[config.mk]
export PLATFORM = sky130hd
export DESIGN_NAME = plotter_point_move_controller_top
export DESIGN_NICKNAME = d
export VERILOG_FILES = /design/src/hw/rtl/pmc_pkg.sv /design/src/hw/rtl/pmc_ctrl.sv /design/src/hw/rtl/pmc_datapath.sv /design/src/hw/rtl/plotter_point_move_controller_top.sv
export VERILOG_INCLUDE_DIRS = /design/src /design/src/hw/rtl
export SDC_FILE = /design/constraint.sdc
export NUM_CORES = 2
export LEC_CHECK = 0
export ABC_AREA = 1
export BUFFER_PORTS_ARGS = -buffer_cell sky130_fd_sc_hd__clkbuf_2
export CAP_MARGIN = 15
export CORE_MARGIN = 2
export CORE_UTILIZATION = 55
export DETAILED_ROUTE_END_ITERATION = 16
export PLACE_DENSITY = 0.73
export SYNTH_ARGS = -nofsm -noshare
export SYNTH_HDL_FRONTEND = slang
export SYNTH_SLANG_ARGS = --single-unit
[constraint.sdc]
create_clock -name clk_i -period 17.07 [get_ports clk_i]
set_input_delay 1.707 -clock clk_i [delete_from_list [all_inputs] [get_ports clk_i]]
set_output_delay 1.707 -clock clk_i [all_outputs]
set_load 0.05 [all_outputs]
[src/hw/rtl/plotter_point_move_controller_top_assert.svh]
// assertion macros for the plotter point move controller
`ifndef PLOTTER_POINT_MOVE_CONTROLLER_TOP_ASSERT_SVH
`define PLOTTER_POINT_MOVE_CONTROLLER_TOP_ASSERT_SVH

// same-cycle implication
`define PMC_ASSERT_NOW(lbl, ante, cons) \
  lbl: assert property (@(posedge clk_i) disable iff (!rst_ni) (ante) |-> (cons)) \
    else $error("pmc check failed");

// next-cycle implication
`define PMC_ASSERT_NEXT(lbl, ante, cons) \
  lbl: assert property (@(posedge clk_i) disable iff (!rst_ni) (ante) |=> (cons)) \
    else $error("pmc check failed");

`endif

[src/hw/rtl/pmc_pkg.sv]
`timescale 1ns / 1ps

package pmc_pkg;

  localparam int ANGLE_ITERATIONS = 16;
  localparam int ATAN_LEN         = 24;
  localparam int CORDIC_STEPS     = (ANGLE_ITERATIONS < ATAN_LEN) ? ANGLE_ITERATIONS : ATAN_LEN;
  localparam int ITER_W           = $clog2(CORDIC_STEPS);

  localparam int XY_W   = 33;
  localparam int Z_W    = 17;
  localparam int PHI_W  = 14;
  localparam int COS_W  = 31;
  localparam int LIM_W  = 7;
  localparam int PROD_W = LIM_W + COS_W;
  localparam int VEC_SHIFT = 12;

  localparam logic signed [XY_W-1:0] ONE_Q30  = XY_W'(64'd1073741824);
  localparam logic signed [XY_W-1:0] CORDIC_K = XY_W'(64'd652032874);
  localparam logic [Z_W-1:0]         QUARTER_TURN = Z_W'(16384);
  localparam logic [LIM_W-1:0]       POWER_CAP = LIM_W'(100);
  localparam logic [LIM_W-1:0]       DRAW_LIMIT_RST = LIM_W'(50);
  localparam logic [LIM_W-1:0]       MOVE_LIMIT_RST = LIM_W'(100);

  // configuration register indexes
  localparam logic REG_DRAW_LIMIT = 1'b0;
  localparam logic REG_MOVE_LIMIT = 1'b1;

  // opcodes
  localparam logic OP_MOVE = 1'b0;
  localparam logic OP_TICK = 1'b1;

  typedef struct packed {
    logic              capture;
    logic              decode;
    logic              step;
    logic              rot;
    logic              angle;
    logic              mul;
    logic              apply;
    logic              emit;
    logic [ITER_W-1:0] iter;
  } pmc_cmd_t;

  typedef struct packed {
    logic is_tick;
    logic zero_len;
    logic phi_zero;
    logic out_free;
  } pmc_status_t;

  // arctangent of 2^-i in binary angle units, full turn = 65536
  function automatic logic [PHI_W-1:0] atan_units(input logic [4:0] idx);
    logic [PHI_W-1:0] val;
    case (idx)
      5'd0:    val = PHI_W'(8192);
      5'd1:    val = PHI_W'(4836);
      5'd2:    val = PHI_W'(2555);
      5'd3:    val = PHI_W'(1297);
      5'd4:    val = PHI_W'(651);
      5'd5:    val = PHI_W'(326);
      5'd6:    val = PHI_W'(163);
      5'd7:    val = PHI_W'(81);
      5'd8:    val = PHI_W'(41);
      5'd9:    val = PHI_W'(20);
      5'd10:   val = PHI_W'(10);
      5'd11:   val = PHI_W'(5);
      5'd12:   val = PHI_W'(3);
      5'd13:   val = PHI_W'(1);
      5'd14:   val = PHI_W'(1);
      default: val = '0;
    endcase
    return val;
  endfunction

endpackage

[src/hw/rtl/pmc_ctrl.sv]
`timescale 1ns / 1ps

module pmc_ctrl (
  input  logic                clk_i,
  input  logic                rst_ni,
  input  logic                in_valid_i,
  output logic                in_ready_o,
  input  pmc_pkg::pmc_status_t status_i,
  output pmc_pkg::pmc_cmd_t    cmd_o
);

  localparam logic [2:0] S_IDLE   = 3'd0;
  localparam logic [2:0] S_DECODE = 3'd1;
  localparam logic [2:0] S_VEC    = 3'd2;
  localparam logic [2:0] S_ANGLE  = 3'd3;
  localparam logic [2:0] S_ROT    = 3'd4;
  localparam logic [2:0] S_MUL    = 3'd5;
  localparam logic [2:0] S_APPLY  = 3'd6;
  localparam logic [2:0] S_EMIT   = 3'd7;

  logic [2:0]                 state_q, state_d;
  logic [pmc_pkg::ITER_W-1:0] iter_q, iter_d;
  logic                       last_w;

  assign last_w     = (iter_q == pmc_pkg::ITER_W'(pmc_pkg::CORDIC_STEPS - 1));
  assign in_ready_o = (state_q == S_IDLE);

  always_comb begin
    state_d = state_q;
    iter_d  = iter_q;
    cmd_o   = '0;
    cmd_o.iter = iter_q;
    unique case (state_q)
      S_IDLE: begin
        iter_d = '0;
        if (in_valid_i) begin
          cmd_o.capture = 1'b1;
          state_d = S_DECODE;
        end
      end
      S_DECODE: begin
        cmd_o.decode = 1'b1;
        if (status_i.is_tick || status_i.zero_len) begin
          state_d = S_EMIT;
        end else begin
          state_d = S_VEC;
        end
      end
      S_VEC: begin
        cmd_o.step = 1'b1;
        if (last_w) begin
          iter_d  = '0;
          state_d = S_ANGLE;
        end else begin
          iter_d = iter_q + 1'b1;
        end
      end
      S_ANGLE: begin
        cmd_o.angle = 1'b1;
        state_d = status_i.phi_zero ? S_MUL : S_ROT;
      end
      S_ROT: begin
        cmd_o.step = 1'b1;
        cmd_o.rot  = 1'b1;
        if (last_w) begin
          iter_d  = '0;
          state_d = S_MUL;
        end else begin
          iter_d = iter_q + 1'b1;
        end
      end
      S_MUL: begin
        cmd_o.mul = 1'b1;
        state_d = S_APPLY;
      end
      S_APPLY: begin
        cmd_o.apply = 1'b1;
        state_d = S_EMIT;
      end
      S_EMIT: begin
        if (status_i.out_free) begin
          cmd_o.emit = 1'b1;
          state_d = S_IDLE;
        end
      end
      default: state_d = S_IDLE;
    endcase
  end

  always_ff @(posedge clk_i or negedge rst_ni) begin
    if (!rst_ni) begin
      state_q <= S_IDLE;
      iter_q  <= '0;
    end else begin
      state_q <= state_d;
      iter_q  <= iter_d;
    end
  end

endmodule

[src/hw/rtl/pmc_datapath.sv]
`timescale 1ns / 1ps

module pmc_datapath (
  input  logic                    clk_i,
  input  logic                    rst_ni,
  input  logic                    cfg_we_i,
  input  logic                    cfg_idx_i,
  input  logic [6:0]              cfg_wdata_i,
  input  logic                    opcode_i,
  input  logic signed [15:0]      start_x_i,
  input  logic signed [15:0]      start_y_i,
  input  logic signed [15:0]      target_x_i,
  input  logic signed [15:0]      target_y_i,
  input  logic                    draw_i,
  input  logic signed [15:0]      enc_x_i,
  input  logic signed [15:0]      enc_y_i,
  input  logic                    out_ready_i,
  output logic                    out_valid_o,
  output logic signed [7:0]       power_x_o,
  output logic signed [7:0]       power_y_o,
  output logic                    pen_lowered_o,
  output logic                    busy_res_o,
  output logic                    done_res_o,
  input  pmc_pkg::pmc_cmd_t       cmd_i,
  output pmc_pkg::pmc_status_t    status_o
);

  localparam logic [1:0] QUAD_0 = 2'd0;
  localparam logic [1:0] QUAD_1 = 2'd1;
  localparam logic [1:0] QUAD_2 = 2'd2;
  localparam logic [1:0] QUAD_3 = 2'd3;

  // configuration
  logic [pmc_pkg::LIM_W-1:0] draw_lim_q, move_lim_q;

  // captured transaction
  logic               opcode_q, draw_q;
  logic signed [15:0] sx_q, sy_q, tx_q, ty_q, ex_q, ey_q;

  // architectural state
  logic               moving_q, pen_q, done_q;
  logic [1:0]         quad_q;
  logic signed [15:0] goal_x_q, goal_y_q;
  logic signed [7:0]  drive_x_q, drive_y_q;

  // cordic and multiply
  logic signed [pmc_pkg::XY_W-1:0] x_q, y_q;
  logic signed [pmc_pkg::Z_W-1:0]  z_q;
  logic [pmc_pkg::LIM_W-1:0]       lim_q;
  logic [pmc_pkg::PROD_W-1:0]      mc_q, ms_q;

  // output register
  logic              out_valid_q, pen_out_q, busy_out_q, done_out_q;
  logic signed [7:0] px_out_q, py_out_q;

  // decode
  logic signed [16:0] dx_w, dy_w, u_w, v_w;
  logic               dx_pos_w, dy_pos_w, zero_w;
  logic [1:0]         quad_w;
  logic [pmc_pkg::LIM_W-1:0] lim_raw_w, lim_w;

  assign dx_w     = {tx_q[15], tx_q} - {sx_q[15], sx_q};
  assign dy_w     = {ty_q[15], ty_q} - {sy_q[15], sy_q};
  assign dx_pos_w = !dx_w[16] && (dx_w != '0);
  assign dy_pos_w = !dy_w[16] && (dy_w != '0);
  assign zero_w   = (dx_w == '0) && (dy_w == '0);

  always_comb begin
    priority if (dx_pos_w && !dy_w[16]) begin
      quad_w = QUAD_0;
      u_w    = dx_w;
      v_w    = dy_w;
    end else if (!dx_pos_w && dy_pos_w) begin
      quad_w = QUAD_1;
      u_w    = dy_w;
      v_w    = -dx_w;
    end else if (dx_w[16]) begin
      quad_w = QUAD_2;
      u_w    = -dx_w;
      v_w    = -dy_w;
    end else begin
      quad_w = QUAD_3;
      u_w    = -dy_w;
      v_w    = dx_w;
    end
  end

  assign lim_raw_w = draw_q ? draw_lim_q : move_lim_q;
  assign lim_w     = (lim_raw_w > pmc_pkg::POWER_CAP) ? pmc_pkg::POWER_CAP : lim_raw_w;

  // arrival test
  logic xge_w, xle_w, yge_w, yle_w, arrived_w;

  assign xge_w = (ex_q >= goal_x_q);
  assign xle_w = (ex_q <= goal_x_q);
  assign yge_w = (ey_q >= goal_y_q);
  assign yle_w = (ey_q <= goal_y_q);

  always_comb begin
    unique case (quad_q)
      QUAD_0:  arrived_w = xge_w && yge_w;
      QUAD_1:  arrived_w = xle_w && yge_w;
      QUAD_2:  arrived_w = xle_w && yle_w;
      QUAD_3:  arrived_w = xge_w && yle_w;
      default: arrived_w = 1'b0;
    endcase
  end

  // shared cordic micro-rotation
  logic signed [pmc_pkg::XY_W-1:0] xs_w, ys_w, x_step_w, y_step_w;
  logic signed [pmc_pkg::Z_W-1:0]  a_w, z_step_w;
  logic                            ccw_w;

  assign xs_w  = x_q >>> cmd_i.iter;
  assign ys_w  = y_q >>> cmd_i.iter;
  assign a_w   = signed'(pmc_pkg::Z_W'(pmc_pkg::atan_units(5'(cmd_i.iter))));
  assign ccw_w = cmd_i.rot ? !z_q[pmc_pkg::Z_W-1] : y_q[pmc_pkg::XY_W-1];

  assign x_step_w = ccw_w ? (x_q - ys_w) : (x_q + ys_w);
  assign y_step_w = ccw_w ? (y_q + xs_w) : (y_q - xs_w);
  assign z_step_w = ccw_w ? (z_q - a_w)  : (z_q + a_w);

  // angle clamp to one quadrant
  logic [pmc_pkg::PHI_W-1:0] phi_w;

  always_comb begin
    priority if (z_q[pmc_pkg::Z_W-1]) begin
      phi_w = '0;
    end else if (z_q >= signed'(pmc_pkg::QUARTER_TURN)) begin
      phi_w = '1;
    end else begin
      phi_w = z_q[pmc_pkg::PHI_W-1:0];
    end
  end

  // cosine and sine clamp to [0, 1.0]
  logic [pmc_pkg::COS_W-1:0] c_w, s_w;

  always_comb begin
    priority if (x_q[pmc_pkg::XY_W-1]) begin
      c_w = '0;
    end else if (x_q > pmc_pkg::ONE_Q30) begin
      c_w = pmc_pkg::ONE_Q30[pmc_pkg::COS_W-1:0];
    end else begin
      c_w = x_q[pmc_pkg::COS_W-1:0];
    end
    priority if (y_q[pmc_pkg::XY_W-1]) begin
      s_w = '0;
    end else if (y_q > pmc_pkg::ONE_Q30) begin
      s_w = pmc_pkg::ONE_Q30[pmc_pkg::COS_W-1:0];
    end else begin
      s_w = y_q[pmc_pkg::COS_W-1:0];
    end
  end

  logic [7:0] mag_c_w, mag_s_w;

  assign mag_c_w = mc_q[pmc_pkg::PROD_W-1:30];
  assign mag_s_w = ms_q[pmc_pkg::PROD_W-1:30];

  assign status_o.is_tick  = (opcode_q == pmc_pkg::OP_TICK);
  assign status_o.zero_len = zero_w;
  assign status_o.phi_zero = (phi_w == '0);
  assign status_o.out_free = !out_valid_q || out_ready_i;

  // configuration registers
  always_ff @(posedge clk_i or negedge rst_ni) begin
    if (!rst_ni) begin
      draw_lim_q <= pmc_pkg::DRAW_LIMIT_RST;
      move_lim_q <= pmc_pkg::MOVE_LIMIT_RST;
    end else if (cfg_we_i) begin
      if (cfg_idx_i == pmc_pkg::REG_DRAW_LIMIT) begin
        draw_lim_q <= cfg_wdata_i;
      end
      if (cfg_idx_i == pmc_pkg::REG_MOVE_LIMIT) begin
        move_lim_q <= cfg_wdata_i;
      end
    end
  end

  // transaction capture and arithmetic payload
  always_ff @(posedge clk_i) begin
    if (cmd_i.capture) begin
      opcode_q <= opcode_i;
      sx_q     <= start_x_i;
      sy_q     <= start_y_i;
      tx_q     <= target_x_i;
      ty_q     <= target_y_i;
      draw_q   <= draw_i;
      ex_q     <= enc_x_i;
      ey_q     <= enc_y_i;
    end
    if (cmd_i.decode) begin
      x_q   <= pmc_pkg::XY_W'({u_w, {pmc_pkg::VEC_SHIFT{1'b0}}});
      y_q   <= pmc_pkg::XY_W'({v_w, {pmc_pkg::VEC_SHIFT{1'b0}}});
      z_q   <= '0;
      lim_q <= lim_w;
    end else if (cmd_i.step) begin
      x_q <= x_step_w;
      y_q <= y_step_w;
      z_q <= z_step_w;
    end else if (cmd_i.angle) begin
      y_q <= '0;
      if (phi_w == '0) begin
        x_q <= pmc_pkg::ONE_Q30;
      end else begin
        x_q <= pmc_pkg::CORDIC_K;
        z_q <= pmc_pkg::Z_W'(phi_w);
      end
    end
    if (cmd_i.mul) begin
      mc_q <= pmc_pkg::PROD_W'(lim_q) * pmc_pkg::PROD_W'(c_w);
      ms_q <= pmc_pkg::PROD_W'(lim_q) * pmc_pkg::PROD_W'(s_w);
    end
  end

  // move state
  always_ff @(posedge clk_i or negedge rst_ni) begin
    if (!rst_ni) begin
      moving_q  <= 1'b0;
      pen_q     <= 1'b0;
      done_q    <= 1'b0;
      quad_q    <= QUAD_0;
      goal_x_q  <= '0;
      goal_y_q  <= '0;
      drive_x_q <= '0;
      drive_y_q <= '0;
    end else if (cmd_i.decode) begin
      done_q <= 1'b0;
      if (opcode_q == pmc_pkg::OP_TICK) begin
        if (moving_q && arrived_w) begin
          moving_q  <= 1'b0;
          pen_q     <= 1'b0;
          drive_x_q <= '0;
          drive_y_q <= '0;
          done_q    <= 1'b1;
        end
      end else begin
        goal_x_q <= tx_q;
        goal_y_q <= ty_q;
        if (zero_w) begin
          moving_q  <= 1'b0;
          pen_q     <= 1'b0;
          drive_x_q <= '0;
          drive_y_q <= '0;
          quad_q    <= QUAD_0;
          done_q    <= 1'b1;
        end else begin
          quad_q   <= quad_w;
          pen_q    <= draw_q;
          moving_q <= 1'b1;
        end
      end
    end else if (cmd_i.apply) begin
      unique case (quad_q)
        QUAD_0: begin
          drive_x_q <= mag_c_w;
          drive_y_q <= mag_s_w;
        end
        QUAD_1: begin
          drive_x_q <= 8'd0 - mag_s_w;
          drive_y_q <= mag_c_w;
        end
        QUAD_2: begin
          drive_x_q <= 8'd0 - mag_c_w;
          drive_y_q <= 8'd0 - mag_s_w;
        end
        QUAD_3: begin
          drive_x_q <= mag_s_w;
          drive_y_q <= 8'd0 - mag_c_w;
        end
        default: begin
          drive_x_q <= '0;
          drive_y_q <= '0;
        end
      endcase
    end
  end

  // result register
  always_ff @(posedge clk_i or negedge rst_ni) begin
    if (!rst_ni) begin
      out_valid_q <= 1'b0;
    end else if (cmd_i.emit) begin
      out_valid_q <= 1'b1;
    end else if (out_ready_i) begin
      out_valid_q <= 1'b0;
    end
  end

  always_ff @(posedge clk_i) begin
    if (cmd_i.emit) begin
      px_out_q   <= drive_x_q;
      py_out_q   <= drive_y_q;
      pen_out_q  <= pen_q;
      busy_out_q <= moving_q;
      done_out_q <= done_q;
    end
  end

  assign out_valid_o   = out_valid_q;
  assign power_x_o     = px_out_q;
  assign power_y_o     = py_out_q;
  assign pen_lowered_o = pen_out_q;
  assign busy_res_o    = busy_out_q;
  assign done_res_o    = done_out_q;

endmodule

[src/hw/rtl/plotter_point_move_controller_top.sv]
// plotter point move controller, one transaction in flight at a time
// encoder tick: decode goes straight to emit, which waits until the result register is free
// move command: vectoring, angle, rotation, multiply and apply, the steps run on the shared cordic unit
// a move whose clamped angle is zero skips the rotation
// a new input can be taken as soon as the result is loaded, even if it is not yet taken
// reset is asynchronous active low: pen up, motors stopped, idle, limits back to 50 and 100
`timescale 1ns / 1ps

`include "plotter_point_move_controller_top_assert.svh"

module plotter_point_move_controller_top (
  input  logic               clk_i,
  input  logic               rst_ni,
  input  logic               cfg_we_i,
  input  logic               cfg_idx_i,
  input  logic [6:0]         cfg_wdata_i,
  input  logic               in_valid_i,
  output logic               in_ready_o,
  input  logic               opcode_i,
  input  logic signed [15:0] start_x_i,
  input  logic signed [15:0] start_y_i,
  input  logic signed [15:0] target_x_i,
  input  logic signed [15:0] target_y_i,
  input  logic               draw_i,
  input  logic signed [15:0] enc_x_i,
  input  logic signed [15:0] enc_y_i,
  output logic               out_valid_o,
  input  logic               out_ready_i,
  output logic signed [7:0]  power_x_o,
  output logic signed [7:0]  power_y_o,
  output logic               pen_lowered_o,
  output logic               busy_res_o,
  output logic               done_res_o
);

  pmc_pkg::pmc_cmd_t    cmd;
  pmc_pkg::pmc_status_t status;

  pmc_ctrl u_ctrl (
    .clk_i      (clk_i),
    .rst_ni     (rst_ni),
    .in_valid_i (in_valid_i),
    .in_ready_o (in_ready_o),
    .status_i   (status),
    .cmd_o      (cmd)
  );

  pmc_datapath u_datapath (
    .clk_i         (clk_i),
    .rst_ni        (rst_ni),
    .cfg_we_i      (cfg_we_i),
    .cfg_idx_i     (cfg_idx_i),
    .cfg_wdata_i   (cfg_wdata_i),
    .opcode_i      (opcode_i),
    .start_x_i     (start_x_i),
    .start_y_i     (start_y_i),
    .target_x_i    (target_x_i),
    .target_y_i    (target_y_i),
    .draw_i        (draw_i),
    .enc_x_i       (enc_x_i),
    .enc_y_i       (enc_y_i),
    .out_ready_i   (out_ready_i),
    .out_valid_o   (out_valid_o),
    .power_x_o     (power_x_o),
    .power_y_o     (power_y_o),
    .pen_lowered_o (pen_lowered_o),
    .busy_res_o    (busy_res_o),
    .done_res_o    (done_res_o),
    .cmd_i         (cmd),
    .status_o      (status)
  );

  // a finished move reports stopped motors, pen up and idle
  `PMC_ASSERT_NOW(a_done_idle, out_valid_o && done_res_o,
    power_x_o == 8'sd0 && power_y_o == 8'sd0 && !pen_lowered_o && !busy_res_o)

  // an idle result never drives the motors
  `PMC_ASSERT_NOW(a_idle_still, out_valid_o && !busy_res_o,
    power_x_o == 8'sd0 && power_y_o == 8'sd0 && !pen_lowered_o)

  // an accepted transaction takes the block out of idle
  `PMC_ASSERT_NEXT(a_busy_after_accept, in_valid_i && in_ready_o, !in_ready_o)

  // the result register is loaded only when it is free
  `PMC_ASSERT_NOW(a_emit_free, cmd.emit, !out_valid_o || out_ready_i)

endmodule
==> run metrics <==
first-pass GRT wire length=about 190,000 µm; minimum clock period=about 7.3 ns; final max-slew violation count=0; wire length per cell=about 18 µm; ys async rst share=25.2%; period utilization=43.0%; cell with the most instances after synthesis=nand2_1; Layout area overhead=6.95%; hold depth=0; final setup violating endpoints=0; Max FO, Critical Path=26; CTS sink cnt=298; Clock Path Buffers=3; Nets=around 6,300; TritonCTS buffer count=38; Cell Rows=96; Fin Clk Skew=between 0.03 and 0.04 ns; worst flop-to-flop path startpoint=u_datapath.x_q[15]; Achievable Freq=approximately 140 MHz; Final Instance Area=0.0409 mm²; worst skew pair latency=0.59 ns; dominant cells by area after synthesis=fa_1, edfxtp_1, nand2_1; largest net degree at the start of global routing=84; Fin. Hold Viols=0; vias=37,100; GRT Total Usage=33.6%; Syn. warnings=0; critical path class=reg2reg; Layout Cells excl Fill=6,547; Via density=5.66; Core ar.=0.0687 mm²; CTS H-tree depth=2; Placer Congestion=0.989; die area=0.0717 mm²; met3 Use GR=under 10%; Slew headroom=approximately a quarter; drc violations=0; post-synthesis cell area=around 0.038 mm²; TritonCTS clock tree=done; Setup crit end kind=register; initial antenna violation count=4; CP Launch Type=register; reg2reg end=u_datapath.mc_q[34]; DRT Pass-1 Iters=7; Synth Flop Type=edfxtp_1; cell taking the most area after synthesis=fa_1; grt met1 use=46.1%; Fin Hold WS=0.460 ns; Iter 0 DRT Violations=3,788; hold_buf cts=0; most frequent cells after synthesis=nand2_1, inv_1, nor2_1; setup TNS=0 ns; Filler Cells Inserted=6,670; clock-pin slew on the worst setup and hold paths=0.06 ns; I/O pin count=132; synthesized net count=6,223; busiest layer in global routing=met2; CP Launch Point=u_datapath.x_q[15]; Worst Path Required=17.39 ns; Final HPWL DP=between 90,000 and 100,000 µm; Placed Instances=6,476; layout cell share with drive strength beyond 1=under 10%; status=completed; PortBufs=131; post-route ant nets=0; met2 Use GR=53.5%; max cap viols=0; worst setup path endpoint=u_datapath.mc_q[34]; final WL=120,000 µm; crit path DAT=7.65 ns; worst slew pin tran=1.14 ns; cell count after synthesis=5,548; placed instance area=0.0396 mm²; Chip Width=268 µm; die extent in y=around 270 µm; clk root buf=clkbuf_16; reg2reg setup slack=roughly 9.7 ns; post-synthesis area per instance=around 6.9 µm²; Seq/Total Area, Yosys=21.1%; post-CTS sizing=0; flops & latches, synth=just under 300; Initial Utilization=a little under three fifths; Yosys top cell area share=between 10% and 20%; vias in the first global route=35,300; Netlist cell types=60; number of synthesized flops with an enable pin=174; RSZ-0062 raised after global routing=no; Hold Path Class=reg2reg; Post-CTS Setup Inserts=0; R2R depth=27; total grt overflow=0
[per-layer routing]
metal / share of wire (%) / wire, µm
met1: 43 / 51000
met2: 44 / 53000
met3: 8.7 / 10500
met4: 4.3 / 5160
met5: 0 / 0
[worst max-delay path, stage by stage (launching register included)]
cell,delay [ns]
edfxtp_1,0.44
inv_1,0.19
nand2_1,0.08
nor2_1,0.09
nand2_1,0.06
nor2_1,0.11
nand2_1,0.08
nand2_1,0.14
inv_1,0.06
nor2_1,0.20
clkinv_1,0.78
nor2_1,0.89
nand2_1,0.17
fa_1,0.54
fa_1,0.55
inv_1,0.05
fa_1,0.47
inv_1,0.05
fa_1,0.47
inv_1,0.04
ha_1,0.30
nand2_1,0.15
nor4_1,0.47
a221oi_1,0.22
o21ai_0,0.21
a31oi_1,0.12
nand3_1,0.10
nand2_1,0.05
[how the worst min path moves through the flow]
| stage | to | startpoint | slack, ns |
|---|---|---|---|
| 4_1_cts | u_datapath.done_res_o | u_datapath.done_q | 0.46 |
| 3_3_place_gp | u_datapath.power_y_o[5] | u_datapath.drive_y_q[5] | 0.45 |
| 2_1_floorplan | u_datapath.busy_res_o | u_datapath.moving_q | 0.42 |
| 6_report | u_datapath.power_x_o[1] | u_datapath.drive_x_q[1] | 0.46 |
| 5_1_grt | u_datapath.done_res_o | u_datapath.done_q | 0.48 |
| 3_5_place_dp | u_datapath.power_x_o[4] | u_datapath.drive_x_q[4] | 0.44 |
[sequential cells by signal, summed over array words and instances, names as in the netlist, 16 cells and up]
name                 flops
u_datapath.z_q          17
u_datapath.y_q          33
u_datapath.ty_q         16
u_datapath.goal_y_q     16
u_datapath.tx_q         16
u_datapath.x_q          33
u_datapath.ex_q         16
u_datapath.ey_q         16
u_datapath.sx_q         16
u_datapath.goal_x_q     16
u_datapath.sy_q         16
[area by class of cell]
class / instances / area, µm² / share of cell area [%]
diodes: 2 / 5.00 / 0.0122
clock buffers: 51 / 1050 / 2.56
clock inverters: 18 / 260 / 0.636
inverters: 883 / 3320 / 8.10
multi-input cells: 4203 / 26200 / 63.9
flip-flops and latches: 298 / 8100 / 19.8
well taps: 931 / 1160 / 2.85
repair buffers: 161 / 883 / 2.16
[placed cells by master, fill, tap and decap left out, types with 13 or more instances in the layout]
cell type  count
inv_1        861
a21o_1        19
o21a_1        13
nand4_1       56
clkbuf_16     38
clkinv_1      14
nor4_1        17
o22ai_1       18
dfxtp_1       49
xnor2_1       35
a21oi_1      305
ha_1         273
clkbuf_2     130
a31oi_1       31
nor2_1       736
a211oi_1      13
o211ai_1      47
edfxtp_1     174
nor3_1        43
fa_1         291
buf_4         31
nand3_1      366
xor2_1       115
dfrtp_1       67
o21bai_1      14
nand2_1     1336
o21ai_0      356
[kinds of logic after synthesis]
group,after synthesis,synth area share (%)
DFF,298,21.1
AOI/OAI and AO/OA,875,12.7
adders and majority gates,564,24.1
and+or+nand+nor,2606,27.8
buffers and inverters,1047,10.5
muxes,7,0.183
xor gates and xnor gates,151,3.48
[metrics by stage]
step / worst slack, ns / utilization, %
floorplan: 8.04 / -
global placement: 9.86 / 57.7
detailed placement: 9.89 / 57.7
CTS: 9.85 / 59.6
global route: 9.29 / 59.6
finish: 9.74 / 59.6
Power is left out: the tool's default activity adds up to more than one toggle a clock period on the data nets, which glitch-free logic cannot reach.
